File: config.mk
export PLATFORM = sky130hd
export DESIGN_NAME = stepper_pulse_generator_homing
export DESIGN_NICKNAME = d
export VERILOG_FILES = /design/src/hw/rtl/spg_pkg.sv /design/src/hw/rtl/stepper_pulse_generator_homing.sv
export SDC_FILE = /design/constraint.sdc
export NUM_CORES = 1
export LEC_CHECK = 0
export BUFFER_PORTS_ARGS = -buffer_cell sky130_fd_sc_hd__clkbuf_2
export CAP_MARGIN = 20
export CELL_PAD_IN_SITES_DETAIL_PLACEMENT = 1
export CELL_PAD_IN_SITES_GLOBAL_PLACEMENT = 1
export CORE_MARGIN = 3
export CORE_UTILIZATION = 47
export DETAILED_ROUTE_END_ITERATION = 6
export GPL_TIMING_DRIVEN = 0
export PLACE_DENSITY = 0.82
export SLEW_MARGIN = 15
export SYNTH_ARGS = -nofsm -noshare
export SYNTH_HDL_FRONTEND = slang
export SYNTH_SLANG_ARGS = --single-unit
File: constraint.sdc
create_clock -name clock -period 7.05 [get_ports clock]
set_input_delay 0.705 -clock clock [delete_from_list [all_inputs] [get_ports clock]]
set_output_delay 0.705 -clock clock [all_outputs]
set_load 0.05 [all_outputs]
File: src/hw/rtl/spg_pkg.sv
// ----------------------------------------------------------------------------
// Stepper pulse generator package
// Shared widths, command codes and bus layout for the step/dir generator.
// ----------------------------------------------------------------------------
package spg_pkg;

   localparam int unsigned STEP_W        = 15;
   localparam int unsigned CMP_W         = 16;
   localparam int unsigned TIMER_W_DEF   = 16;
   localparam int unsigned TIMER_W_MAX   = 32;

   // Request tdata: distance, direction, compare_value, homing, limit_hit.
   localparam int unsigned REQ_FIELDS_W  = STEP_W + 1 + CMP_W + 1 + 1;
   localparam int unsigned REQ_DATA_W    = ((REQ_FIELDS_W + 7) / 8) * 8;

   // Response tdata: step_out, dir_out, busy_res, homing_pending, steps_done,
   // limit_stop.
   localparam int unsigned RSP_FIELDS_W  = 4 + STEP_W + 1;
   localparam int unsigned RSP_DATA_W    = ((RSP_FIELDS_W + 7) / 8) * 8;

   typedef enum logic {
      CMD_TICK  = 1'b0,
      CMD_START = 1'b1
   } cmd_type;

   typedef struct packed {
      logic              limit_hit;
      logic              homing;
      logic [CMP_W-1:0]  compare_value;
      logic              direction;
      logic [STEP_W-1:0] distance;
   } req_fields_type;

   typedef struct packed {
      logic              limit_stop;
      logic [STEP_W-1:0] steps_done;
      logic              homing_pending;
      logic              busy_res;
      logic              dir_out;
      logic              step_out;
   } rsp_fields_type;

endpackage

File: src/hw/rtl/stepper_pulse_generator_homing.sv
// ----------------------------------------------------------------------------
// Stepper step/dir pulse generator with homing stop
// One axis: clear-on-compare timer, step pin toggle, step count and limit stop.
// ----------------------------------------------------------------------------
// Each request transaction is either a timer tick (tuser = 0) or a start
// command (tuser = 1). A start latches distance, direction, compare value and
// homing flag and clears the timer count. While a move runs, each tick
// advances the timer; on a compare match the step pin toggles, and every
// falling edge of the step pin counts one full step. The move ends when the
// count reaches the distance or, in homing mode, when the limit switch reads
// 1 on a falling edge.
//
// Every request yields exactly one response transaction carrying the pin
// levels and status after that request. A request passes an input register
// and then the update logic into the response register, from which the
// response is driven. One request is taken in every cycle while the receiver
// keeps taking responses. If it stalls, the response register holds and
// the input register fills, after which req_tready drops until rsp_tready
// returns. Reset clears the axis to idle, step pin low, all counts zero,
// and empties both registers.
// ----------------------------------------------------------------------------
module stepper_pulse_generator_homing
   import spg_pkg::*;
#(
   parameter int unsigned TIMER_WIDTH = TIMER_W_DEF
) (
   input  logic                  clock,
   input  logic                  reset,
   input  logic                  req_tvalid,
   output logic                  req_tready,
   // distance[14:0], direction[15], compare_value[31:16], homing[32],
   // limit_hit[33], zero padding above
   input  logic [REQ_DATA_W-1:0] req_tdata,
   // command[0]
   input  logic                  req_tuser,
   output logic                  rsp_tvalid,
   input  logic                  rsp_tready,
   // step_out[0], dir_out[1], busy_res[2], homing_pending[3],
   // steps_done[18:4], limit_stop[19], zero padding above
   output logic [RSP_DATA_W-1:0] rsp_tdata
);

   // Input register
   logic                   s1_valid_ff;
   cmd_type                s1_cmd_ff;
   req_fields_type         s1_req_ff;

   // Response register
   logic                   rsp_valid_ff;
   rsp_fields_type         rsp_ff;
   rsp_fields_type         rsp_in;

   // Axis state
   logic [TIMER_WIDTH-1:0] timer_ff,      timer_in;
   logic [TIMER_WIDTH-1:0] compare_ff,    compare_in;
   logic                   phase_ff,      phase_in;
   logic [STEP_W-1:0]      count_ff,      count_in;
   logic [STEP_W-1:0]      target_ff,     target_in;
   logic                   running_ff,    running_in;
   logic                   homing_ff,     homing_in;
   logic                   dir_ff,        dir_in;
   logic                   limit_stop_in;

   logic                   out_adv;
   logic                   s1_fire;
   logic [TIMER_W_MAX-1:0] cmp_wide;
   logic [STEP_W-1:0]      count_inc;

   assign out_adv    = !rsp_valid_ff || rsp_tready;
   assign s1_fire    = s1_valid_ff && out_adv;
   assign req_tready = !s1_valid_ff || out_adv;

   assign cmp_wide  = {{(TIMER_W_MAX-CMP_W){1'b0}}, s1_req_ff.compare_value};
   assign count_inc = count_ff + STEP_W'(1);

   always_comb begin
      timer_in      = timer_ff;
      compare_in    = compare_ff;
      phase_in      = phase_ff;
      count_in      = count_ff;
      target_in     = target_ff;
      running_in    = running_ff;
      homing_in     = homing_ff;
      dir_in        = dir_ff;
      limit_stop_in = 1'b0;

      if (s1_cmd_ff == CMD_START) begin
         dir_in     = s1_req_ff.direction;
         target_in  = s1_req_ff.distance;
         compare_in = cmp_wide[TIMER_WIDTH-1:0];
         homing_in  = s1_req_ff.homing;
         timer_in   = '0;
         running_in = 1'b1;
      end else if (running_ff) begin
         if (timer_ff == compare_ff) begin
            timer_in = '0;
            if (!phase_ff) begin
               phase_in = 1'b1;
            end else begin
               // Falling edge of the step pin completes one full step.
               phase_in = 1'b0;
               count_in = count_inc;
               if (count_inc >= target_ff) begin
                  count_in   = '0;
                  running_in = 1'b0;
               end
               if (s1_req_ff.limit_hit && homing_ff) begin
                  count_in      = '0;
                  running_in    = 1'b0;
                  homing_in     = 1'b0;
                  limit_stop_in = 1'b1;
               end
            end
         end else begin
            timer_in = timer_ff + TIMER_WIDTH'(1);
         end
      end

      rsp_in.step_out       = phase_in;
      rsp_in.dir_out        = dir_in;
      rsp_in.busy_res       = running_in;
      rsp_in.homing_pending = homing_in;
      rsp_in.steps_done     = count_in;
      rsp_in.limit_stop     = limit_stop_in;
   end

   always_ff @(posedge clock) begin
      if (reset) begin
         s1_valid_ff  <= 1'b0;
         rsp_valid_ff <= 1'b0;
         timer_ff     <= '0;
         compare_ff   <= '0;
         phase_ff     <= 1'b0;
         count_ff     <= '0;
         target_ff    <= '0;
         running_ff   <= 1'b0;
         homing_ff    <= 1'b0;
         dir_ff       <= 1'b0;
      end else begin
         if (req_tready) begin
            s1_valid_ff <= req_tvalid;
         end
         if (out_adv) begin
            rsp_valid_ff <= s1_valid_ff;
         end
         if (s1_fire) begin
            timer_ff   <= timer_in;
            compare_ff <= compare_in;
            phase_ff   <= phase_in;
            count_ff   <= count_in;
            target_ff  <= target_in;
            running_ff <= running_in;
            homing_ff  <= homing_in;
            dir_ff     <= dir_in;
         end
      end
   end

   always_ff @(posedge clock) begin
      if (req_tvalid && req_tready) begin
         s1_cmd_ff <= cmd_type'(req_tuser);
         s1_req_ff <= req_fields_type'(req_tdata[REQ_FIELDS_W-1:0]);
      end
      if (s1_fire) begin
         rsp_ff <= rsp_in;
      end
   end

   assign rsp_tvalid = rsp_valid_ff;
   assign rsp_tdata  = {{(RSP_DATA_W-RSP_FIELDS_W){1'b0}}, rsp_ff};

   // An idle axis always has its step count cleared.
   a_idle_count_zero: assert property (@(posedge clock) disable iff (reset)
      !running_ff |-> count_ff == '0)
      else $error("step count non-zero while idle");

   // The timer never runs past the compare value.
   a_timer_bound: assert property (@(posedge clock) disable iff (reset)
      timer_ff <= compare_ff)
      else $error("timer count above compare value");

   // A limit stop ends the move and clears homing in the same response.
   a_limit_stop_ends: assert property (@(posedge clock) disable iff (reset)
      rsp_valid_ff && rsp_ff.limit_stop |-> !rsp_ff.busy_res && !rsp_ff.homing_pending)
      else $error("limit stop left move running or homing set");

   // The axis state moves only when a transaction is processed.
   a_state_hold: assert property (@(posedge clock) disable iff (reset)
      !s1_fire |=> $stable(running_ff) && $stable(phase_ff) && $stable(count_ff))
      else $error("axis state changed without a transaction");

endmodule

# [After elaboration in Yosys (flattened, before gate mapping)]
# Cells that the tools add are included.
[totals] ff_bits=123 input_bits=45 output_inout_bits=26 elab_cells=66
[classes] add_sub_neg=2 n_lt_le_gt_ge=1 eq_ne=1 mux=26 bitwise=3 reduce_logical=11
[ops] op="$mux 15" n=6
[ops] op="$mux 16" n=3
[ops] op="$mux 1" n=17
[ops] op="$add 16x1->16 const B" n=1
[ops] op="$eq 16x16->1" n=1
[ops] op="$add 15x1->15 const B" n=1
[ops] op="$ge 15x15->1" n=1
[ops] op="$reduce_and 2->1" n=2
[ops] op="$reduce_or 4->1" n=1
[ops] op="$logic_and 1x1->1" n=3
[ops] op="$not 1->1" n=3
[ops] op="$logic_not 1->1" n=2
[ops] op="$logic_or 1x1->1" n=2
[ops] op="$reduce_bool 2->1" n=1

# [Longest topological paths before layout]
# Gate-level depths: netlist of run 1.
[logic_depth] word_depth=8 ltp_mapped=13 mapped_depth_nobuf=12

# [Worst setup path before layout of run 1]
# Ideal clock, no wire load.
[synth_path] path_kind="flip-flop to flip-flop" start="register count_ff[0]" end="register rsp_ff (netlist bit rsp_tdata[10]) (data pin)" setup_time_ns=0.169 arrival_time_ns=2.782 t_required_ns=6.881 slack_ns=4.099 path_stages_with_launch=13 n_path_buf=1 synth_period_minus_slack_ns=2.951 cell_sequence="dfxtp_1 > ha_1 > and3_1 > nand2_1 > nor3_1 > xnor2_1 > ha_1 > a221oi_1 > o21ai_0 > a21oi_1 > nand2_2 > buf_4 > o31ai_1"
[synth_between] elab_chain_len=8
[synth_lines] element="start: declaration" line_no="stepper_pulse_generator_homing.sv:57" rtl="logic [STEP_W-1:0] count_ff, count_in;"
[synth_lines] element="start signal: assignment" line_no="stepper_pulse_generator_homing.sv:150" rtl="count_ff <= count_in;"
[synth_lines] element="$add 15x1->15 (*)" line_no="stepper_pulse_generator_homing.sv:74" rtl="assign count_inc = count_ff + STEP_W'(1);"
[synth_lines] element="$ge 15x15->1" line_no="stepper_pulse_generator_homing.sv:103" rtl="if (count_inc >= target_ff) begin"
[synth_lines] element="$mux 15 (*)" line_no="stepper_pulse_generator_homing.sv:103"
[synth_lines] element="$mux 15 (*)" line_no="stepper_pulse_generator_homing.sv:107" rtl="if (s1_req_ff.limit_hit && homing_ff) begin"
[synth_lines] element="$mux 15 (*)" line_no="stepper_pulse_generator_homing.sv:97" rtl="if (!phase_ff) begin"
[synth_lines] element="$mux 15 (*)" line_no="stepper_pulse_generator_homing.sv:95" rtl="if (timer_ff == compare_ff) begin"
[synth_lines] element="$mux 15 (*)" line_no="stepper_pulse_generator_homing.sv:94" rtl="end else if (running_ff) begin"
[synth_lines] element="$mux 15 (*)" line_no="stepper_pulse_generator_homing.sv:87" rtl="if (s1_cmd_ff == CMD_START) begin"
[synth_lines] element="via count_in[6]" line_no="stepper_pulse_generator_homing.sv:57"
[synth_lines] element="end signal: assignment" line_no="stepper_pulse_generator_homing.sv:165" rtl="rsp_ff <= rsp_in;"
[synth_lines] element="end: declaration" line_no="stepper_pulse_generator_homing.sv:50" rtl="rsp_fields_type rsp_ff;"
# Mark *: on every way through the listed nets, which the timed path passes. The rest lies on a longest branch.
# A chain may end at the register's enable or synchronous reset.

# [Worst setup path in the final report of run 1]
[layout_path] start="register count_ff[0]" end="register rsp_ff (netlist bit rsp_tdata[12]) (data pin)"
# The elaborated chain is that of the path after synthesis.

==> results of run 1 <==
-- per-stage QoR --
| stage | cell area (µm²) | std cells | power [µW] |
|---|---|---|---|
| 6_report | 6730 | 801 | 1880 |
| 5_1_grt | 6730 | 801 | 1940 |
| 4_1_cts | 6730 | 801 | 1890 |
| 3_5_place_dp | 6080 | 769 | 935 |
| 3_3_place_gp | 6080 | 769 | 929 |
| 2_1_floorplan | 5600 | 566 | 891 |
-- synth_stat cells, drive strengths merged, types with 7 or more instances --
cell,number,share of area [%]
o32ai,10,1.7
buf,16,1.8
xnor2,10,1.6
ha,17,3.8
inv,30,2.0
edfxtp,55,30
o31ai,7,0.94
nor2,36,2.6
o21ai,10,0.90
xor2,31,4.9
nand2,101,6.8
clkbuf,15,1.0
and3,7,0.78
a21oi,44,3.9
nand2b,17,1.9
nand3,14,1.6
dfxtp,68,24
nand4,14,1.6
-- final timing paths --
kind                                    from                          to  cells after the start
hold reg to reg   target_ff[14]$_SDFFE_PP0P_  target_ff[14]$_SDFFE_PP0P_                      2
setup / recovery    count_ff[0]$_SDFFE_PP0P_     rsp_tdata[12]$_DFFE_PP_                     12
setup reg to reg    count_ff[0]$_SDFFE_PP0P_     rsp_tdata[12]$_DFFE_PP_                     12
hold / removal                 req_tdata[19]       cmp_wide[3]$_DFFE_PP_                      1
-- report_power, final --
group | internal, µW | switching [µW] | leakage [µW] | total, µW
Combinational | 40.8 | 98.6 | 0.00129 | 139
Clock | 627 | 332 | 0.000309 | 958
Sequential | 772 | 13.2 | 0.00108 | 785
-- sequential cells by signal, summed over array words and instances, names as in the netlist --
| register | flops |
|---|---|
| phase_ff | 1 |
| rsp_tvalid | 1 |
| s1_req_ff | 18 |
| compare_ff | 16 |
| homing_ff | 1 |
| rsp_tdata | 20 |
| s1_valid_ff | 1 |
| timer_ff | 16 |
| dir_ff | 1 |
| s1_cmd_ff | 1 |
| count_ff | 15 |
| target_ff | 15 |
| running_ff | 1 |
| cmp_wide | 16 |
-- cell type report --
| cell class | instances | area [µm²] |
|---|---|---|
| plain buffers | 31 | 158 |
| clock buffers | 17 | 425 |
| clock inverters | 15 | 221 |
| fillers | 1286 | 4790 |
| inverters | 30 | 113 |
| multi-input cells | 382 | 2320 |
| flip-flops and latches | 123 | 3010 |
| well taps | 143 | 179 |
| repair buffers | 60 | 300 |
-- metal layers --
| metal | GRT usage (%) | up-vias | part of all wire [%] |
|---|---|---|---|
| met5 | 0 | - | 0 |
| met1 | 31.2 | 2185 | 45 |
| met2 | 38.7 | 126 | 49 |
| met4 | 9.39 | 0 | 2.0 |
| li1 | - | 2135 | - |
| met3 | 4.68 | 31 | 4.5 |
-- cell families after synthesis --
| family | after synthesis | synth area share [%] |
|---|---|---|
| xor+xnor | 41 | 6.42 |
| simple gates | 220 | 19.2 |
| fa+ha+maj | 17 | 3.80 |
| mux | 2 | 0.380 |
| flops | 123 | 53.9 |
| buf+inv | 61 | 4.83 |
| compound gates | 98 | 11.3 |
| other cells | 1 | 0.0671 |
-- worst max-delay path: stages, from the launching register on --
cell	delay (ns)
dfxtp_1	0.46
ha_1	0.30
and3_1	0.26
nand2_1	0.15
nor3_1	0.29
xnor2_1	0.25
ha_1	0.33
a221oi_1	0.32
o21ai_0	0.19
a21oi_1	0.31
buf_2	0.29
nand4_1	0.22
o21ai_0	0.25
==> results.json, run 1 <==
{
  "outcome": "finished, final reports clean",
  "powerDensity_mw_per_mm2": 280,
  "grt.overflow.total": 0,
  "cts_hold_buf": 0,
  "htreeDepth": 4,
  "grt_pass1_vias": 4719,
  "mostFrequentLayoutCells": "nand2_1, dfxtp_1, clkbuf_2, edfxtp_1, a21oi_1",
  "die_area_mm2": 0.0132,
  "final_common_cell": "nand2_1",
  "cp.arrival_ns": 4.02,
  "fin_worst_skew_ns": 0.00788,
  "ant_nets": 0,
  "hpwl_um": 10100,
  "cts.sinks": 123,
  "max_freq_mhz": 265,
  "r2r_setup_slack_ns": 3.28,
  "io_pins": 71,
  "utilization_pct": 58.4,
  "required_ns": 7.30,
  "tightest_slew_ns": 0.774,
  "cts_tree": "built",
  "synth_warnings": 0,
  "areaGrowthSynthToFinish_pct": 20.4,
  "place_ws_ns": 3.42,
  "viasPerCell": 5.59,
  "hold_ws_ns": 0.458,
  "netlist_instances": 563,
  "antenna_found_initial": 0,
  "cts_setup_buffers": 0,
  "cts_resized": 0,
  "path_max_fanout": 10,
  "synth_edf_count": 55,
  "synth_cell_type_count": 56,
  "ys_ff_latch": 123,
  "gp_congestion": 0.839,
  "worst_slew_margin_rel_pct": 48.4,
  "cts_buffers": 17,
  "dr.pass1.iters": 5,
  "wl_per_cell_um": 18.7,
  "maxSlewViolCount": 0,
  "coreArea_mm2": 0.0115,
  "cts_root_buf": "clkbuf_16",
  "fin_ws_ns": 3.28,
  "final-hold-violation-count": 0,
  "rsz0062_at_grt": "false",
  "drc": 0,
  "finalSetupTns_ns": 0,
  "fin_crit_sh_pct": 53.4,
  "drtIter0Drc": 215,
  "worstSetupPathType": "flop to flop",
  "core.rowCount": 39,
  "totalWireLength_um": 15000,
  "die_h_um": 115,
  "synth_area_mm2": 0.00559,
  "vias": 4477,
  "ys_async_sr_fraction_pct": 0,
  "fin_nets": 707,
  "cp-start-kind": "flop",
  "cap_violations": 0,
  "synth_ff_type": "dfxtp_1",
  "post-route-min-period_ns": 3.77,
  "fp.dieW_um": 115,
  "drive_gt1_share_pct": 18.2,
  "path_clk_slew_ns": 0.06,
  "antennaDiodeCount": 0,
  "clk_latency_ns": 0.42,
  "clk_path_buf_depth": 2,
  "finalSetupViolCount": 0,
  "track_usage_pct": 23.8,
  "endpoint_kind": "flop",
  "start_util_pct": 48.5,
  "io_buffers": 60,
  "avgSynthCellArea_um2": 9.93,
  "grt_max_degree": 36,
  "vdd_drop_max_v": 0.000254,
  "p_leak_uw": 0.00268,
  "ys_seq_area_share_pct": 53.9,
  "hold_path.class": "input pin to flop",
  "grt_pass1_wl_um": 24300
}
Note: power is estimated with default switching activity, not from simulation.
==> inputs of run 2 (changes only) <==
- CORE_UTILIZATION: 47 -> 40
- PLACE_DENSITY: 0.82 -> 0.74
- clock period: 7.05 -> 3.4 ns (I/O delays scaled with it)
==> results.json, run 2 (same netlist as run 1, synthesis figures left out) <==
{
  "io_pins": 71,
  "grt_pass1_vias": 4364,
  "coreArea_mm2": 0.0135,
  "antennaDiodeCount": 0,
  "required_ns": 3.56,
  "fp.dieW_um": 124,
  "drive_gt1_share_pct": 20.7,
  "areaGrowthSynthToFinish_pct": 21.2,
  "vdd_drop_max_v": 0.000372,
  "core.rowCount": 42,
  "maxSlewViolCount": 0,
  "hold_start": "req_tdata[13]",
  "grt.overflow.total": 0,
  "outcome": "finished, final reports clean",
  "totalWireLength_um": 13900,
  "cp-start-kind": "flop",
  "tightest_slew_ns": 0.798,
  "dr.pass1.iters": 6,
  "htreeDepth": 4,
  "clk_latency_ns": 0.42,
  "hpwl_um": 9870,
  "endpoint_kind": "flop",
  "io_buffers": 60,
  "cap_violations": 0,
  "post-route-min-period_ns": 3.25,
  "wl_per_cell_um": 16.7,
  "r2r_setup_slack_ns": 0.15,
  "path_max_fanout": 10,
  "die_h_um": 124,
  "gp_congestion": 0.848,
  "grt_max_degree": 36,
  "ant_nets": 0,
  "cts.sinks": 123,
  "r2r-start": "count_ff[0]$_SDFFE_PP0P_",
  "final_common_cell": "nand2_1",
  "path_clk_slew_ns": 0.06,
  "mostFrequentLayoutCells": "nand2_1, dfxtp_1, clkbuf_2, edfxtp_1, a21oi_1",
  "min_to": "s1_req_ff[13]$_DFFE_PP_",
  "power_uw": 3740,
  "cts_hold_buf": 0,
  "p_leak_uw": 0.00267,
  "hold_depth": 1,
  "viasPerCell": 5.17,
  "largest_reg_flops": 20,
  "placed_cells": 802,
  "die_area_mm2": 0.0154,
  "crit_chain": "ha_2 -> and3_1 -> nand2_1 -> nor2_1 -> xnor2_1 -> inv_1 -> ha_1 -> nand2_1 -> or4_4 -> buf_2 -> nand4_1 -> o21ai_1",
  "final-hold-violation-count": 0,
  "crit_top_cell": "nand2_1",
  "fin_crit_sh_pct": 95.5,
  "powerDensity_mw_per_mm2": 552,
  "fin_worst_skew_ns": 0.00899,
  "cts_buffers": 17,
  "cp.arrival_ns": 3.41,
  "fin_nets": 706,
  "worst_slew_margin_rel_pct": 46.8,
  "cp_slowest_stage_delay_ns": 0.54,
  "vias": 4308,
  "cts_tree": "built",
  "antenna_found_initial": 0,
  "finalSetupTns_ns": 0,
  "cp_slowest_cell": "or4_4",
  "finalSetupViolCount": 0,
  "ff2ff_path_depth": 12,
  "drc": 0,
  "worstSetupPathType": "flop to flop",
  "max_freq_mhz": 308,
  "regToRegEndpoint": "rsp_tdata[12]$_DFFE_PP_",
  "hold_path.class": "input pin to flop",
  "grt_pass1_wl_um": 22500,
  "layout.cells.non_filler": 833,
  "drtIter0Drc": 189,
  "clk_path_buf_depth": 2,
  "start_util_pct": 41.6,
  "track_usage_pct": 18.4,
  "cts_root_buf": "clkbuf_16"
}
-- run 2: area by class of cell --
| type | instances | area, µm² |
|---|---|---|
| sequential | 123 | 3020 |
| buffer | 30 | 154 |
| multi-input combinational | 382 | 2370 |
| tap | 176 | 220 |
| inverter | 30 | 113 |
| clock buffer | 17 | 425 |
| timing repair buffer | 60 | 300 |
| clock inverter | 15 | 175 |
| fill | 1534 | 6680 |
-- run 2: critical path, delay by kind of cell, from the launching register on --
kind	cells	cell delay [ns]
flip-flops	1	0.40
AND/OR/NAND/NOR	6	1.37
AO/OA/AOI/OAI	1	0.12
buffers and inverters	2	0.35
adder cells (fa/ha/maj)	2	0.57
XOR/XNOR	1	0.18
-- run 2: worst max path at each step --
stage,startpoint,end,slack (ns),cells after the start
5_1_grt,count_ff[0]$_SDFFE_PP0P_,rsp_tdata[11]$_DFFE_PP_,-0.02,12
3_5_place_dp,count_ff[0]$_SDFFE_PP0P_,rsp_tdata[12]$_DFFE_PP_,-0.23,12
4_1_cts,count_ff[1]$_SDFFE_PP0P_,rsp_tdata[10]$_DFFE_PP_,0.04,12
3_3_place_gp,count_ff[0]$_SDFFE_PP0P_,rsp_tdata[12]$_DFFE_PP_,-0.26,12
2_1_floorplan,count_ff[0]$_SDFFE_PP0P_,rsp_tdata[10]$_DFFE_PP_,0.45,12
6_report,count_ff[0]$_SDFFE_PP0P_,rsp_tdata[12]$_DFFE_PP_,0.15,12
-- run 2: stage by stage --
stage	setup slack (ns)	instance area, µm²	hold slack (ns)	util (%)
6_report	0.152	6770	0.0895	50.3
5_1_grt	-0.0182	6770	0.0674	50.3
4_1_cts	0.0409	6730	0.0718	50.0
3_5_place_dp	-0.230	6120	0.454	45.5
3_3_place_gp	-0.257	6120	0.446	45.5
2_1_floorplan	0.449	5600	0.436	-
-- run 2: repair_timing --
item                                   4_1_cts  5_1_grt
setup endpoints to repair                   14       23
setup buffers                                0        0
resized for setup                            6       11
endpoints found under the hold margin        0        0
pin swaps                                    0        2
-- run 2: layer usage --
layer,vias to the layer above,GRT usage (%),share of wire [%],wire (µm)
met5,-,0,0,0
met4,0,6.64,1.2,170
met3,11,4.90,4.9,679
met2,98,28.8,47,6540
met1,2078,24.6,47,6530
li1,2121,-,-,-
-- run 2: power by group --
| part | total, µW | leakage (µW) | internal (µW) | switching [µW] |
|---|---|---|---|---|
| clock | 1830 | 0.000287 | 1150 | 683 |
| sequential | 1630 | 0.00108 | 1600 | 24.4 |
| combinational | 284 | 0.00130 | 85.2 | 199 |
| total | 3740 | 0.00267 | 2840 | 906 |
==> inputs of run 3 (changes only) <==
- RECOVER_POWER: unset -> 100
==> results.json, run 3 (same netlist as run 1, synthesis figures left out) <==
{
  "hpwl_um": 9870,
  "finalSetupViolCount": 0,
  "fin_nets": 706,
  "tightest_slew_ns": 2.20,
  "cts_setup_buffers": 0,
  "seqPwrFrac_pct": 43.6,
  "hold_path.class": "input pin to flop",
  "mostFrequentLayoutCells": "nand2_1, dfxtp_1, edfxtp_1, clkbuf_1, a21oi_1",
  "grt_max_degree": 36,
  "vias": 4301,
  "cts_buffers": 17,
  "antennaDiodeCount": 0,
  "cp.arrival_ns": 3.41,
  "r2r_setup_slack_ns": 0.15,
  "p_sw_uw": 905,
  "finalSetupTns_ns": 0,
  "outcome": "complete, but fails checks",
  "cts_tree": "built",
  "max_freq_mhz": 307,
  "p_leak_uw": 0.00258,
  "clk_path_buf_depth": 2,
  "multi_input_area_mm2": 0.00235,
  "totalWireLength_um": 13900,
  "die_h_um": 124,
  "final_common_cell": "nand2_1",
  "vdd_drop_max_v": 0.000370,
  "clock_power_share_pct": 49.1,
  "htreeDepth": 4,
  "hold_ws_ns": 0.0883,
  "place_ws_ns": -0.230,
  "grt_pass1_vias": 4364,
  "largest_reg_flops": 20,
  "required_ns": 3.56,
  "io_buffers": 60,
  "start_util_pct": 41.6,
  "powerDensity_mw_per_mm2": 556,
  "endpoint_kind": "flop",
  "cts.sinks": 123,
  "drive_gt1_share_pct": 16.0,
  "antenna_found_initial": 0,
  "core.rowCount": 42,
  "maxSlewViolCount": 65,
  "post-route-min-period_ns": 3.25,
  "die_area_mm2": 0.0154,
  "placed_area_mm2": 0.00612,
  "cp-start-kind": "flop",
  "p_comb_share_pct": 7.3,
  "gp_congestion": 0.848,
  "path_max_fanout": 10,
  "violations": "capacitance limit, slew limit",
  "viasPerCell": 5.16,
  "dr.pass1.iters": 4,
  "cap_violations": 2,
  "io_pins": 71,
  "grt.overflow.total": 0,
  "cts_hold_buf": 0,
  "design_area_mm2": 0.00672,
  "fp.dieW_um": 124,
  "fin_crit_sh_pct": 95.7,
  "grt_pass1_wl_um": 22500,
  "coreArea_mm2": 0.0135,
  "cts_root_buf": "clkbuf_16",
  "clk_latency_ns": 0.42,
  "nFillCells": 1535,
  "seq_area_mm2": 0.00302,
  "ant_nets": 0,
  "fin_ws_ns": 0.147,
  "worstSetupPathType": "flop to flop",
  "drtIter0Drc": 220,
  "final-hold-violation-count": 0,
  "path_clk_slew_ns": 0.06,
  "power_uw": 3730,
  "intPower_uw": 2830,
  "fin_worst_skew_ns": 0.00720,
  "wl_per_cell_um": 16.7,
  "track_usage_pct": 18.4,
  "drc": 0,
  "worst_slew_margin_rel_pct": -46.5,
  "areaGrowthSynthToFinish_pct": 20.2,
  "swShare_pct": 24.2
}
==> run 3: worst max-delay path, cell delays in order (launching register included) <==
cell     delay [ns]
dfxtp_2        0.40
ha_2           0.25
and3_1         0.24
nand2_1        0.15
nor2_1         0.20
xnor2_1        0.18
inv_1          0.13
ha_1           0.31
nand2_1        0.07
or4_4          0.55
buf_2          0.21
nand4_1        0.17
o21ai_1        0.12
==> run 3: routing by layer <==
layer / part of all wire [%] / up-vias / global-route usage [%]
met3: 4.5 / 13 / 4.90
met2: 47 / 104 / 28.8
met1: 47 / 2064 / 24.6
met4: 1.4 / 0 / 6.64
met5: 0 / - / 0
li1: - / 2120 / -
==> run 3: power groups by stage <==
stage	Clock (µW)	Combinational (µW)	Sequential, µW
after floorplan	0	158	1690
after global routing	1950	301	1630
after CTS	1860	284	1630
after detailed placement	0	280	1660
after global placement	0	274	1650
final	1830	274	1630
==> run 3: final cells by class <==
type,instances,area share (%)
buffer,30,2.14
clock buffer,17,6.33
clock inverter,15,2.61
inverter,30,1.68
multi-input combinational,382,35.0
sequential,123,44.9
tap,176,3.28
timing repair buffer,60,4.00
==> run 3: through the flow <==
stage	instances	util (%)
final	833	49.9
after global routing	833	49.9
after CTS	834	50.0
after detailed placement	802	45.5
after global placement	802	45.5
after floorplan	566	-
==> run 3: final timing paths <==
kind / start / end / cells after the start
worst max-delay path: count_ff[0]$_SDFFE_PP0P_ / rsp_tdata[12]$_DFFE_PP_ / 12
worst min-delay path: req_tdata[13] / s1_req_ff[13]$_DFFE_PP_ / 1
worst max register to register: count_ff[0]$_SDFFE_PP0P_ / rsp_tdata[12]$_DFFE_PP_ / 12
worst min register to register: target_ff[11]$_SDFFE_PP0P_ / target_ff[11]$_SDFFE_PP0P_ / 2
==> run 3: repair_timing <==
item,CTS,global route
pin swaps,0,2
resized for setup,6,11
endpoints found under the setup margin,14,23
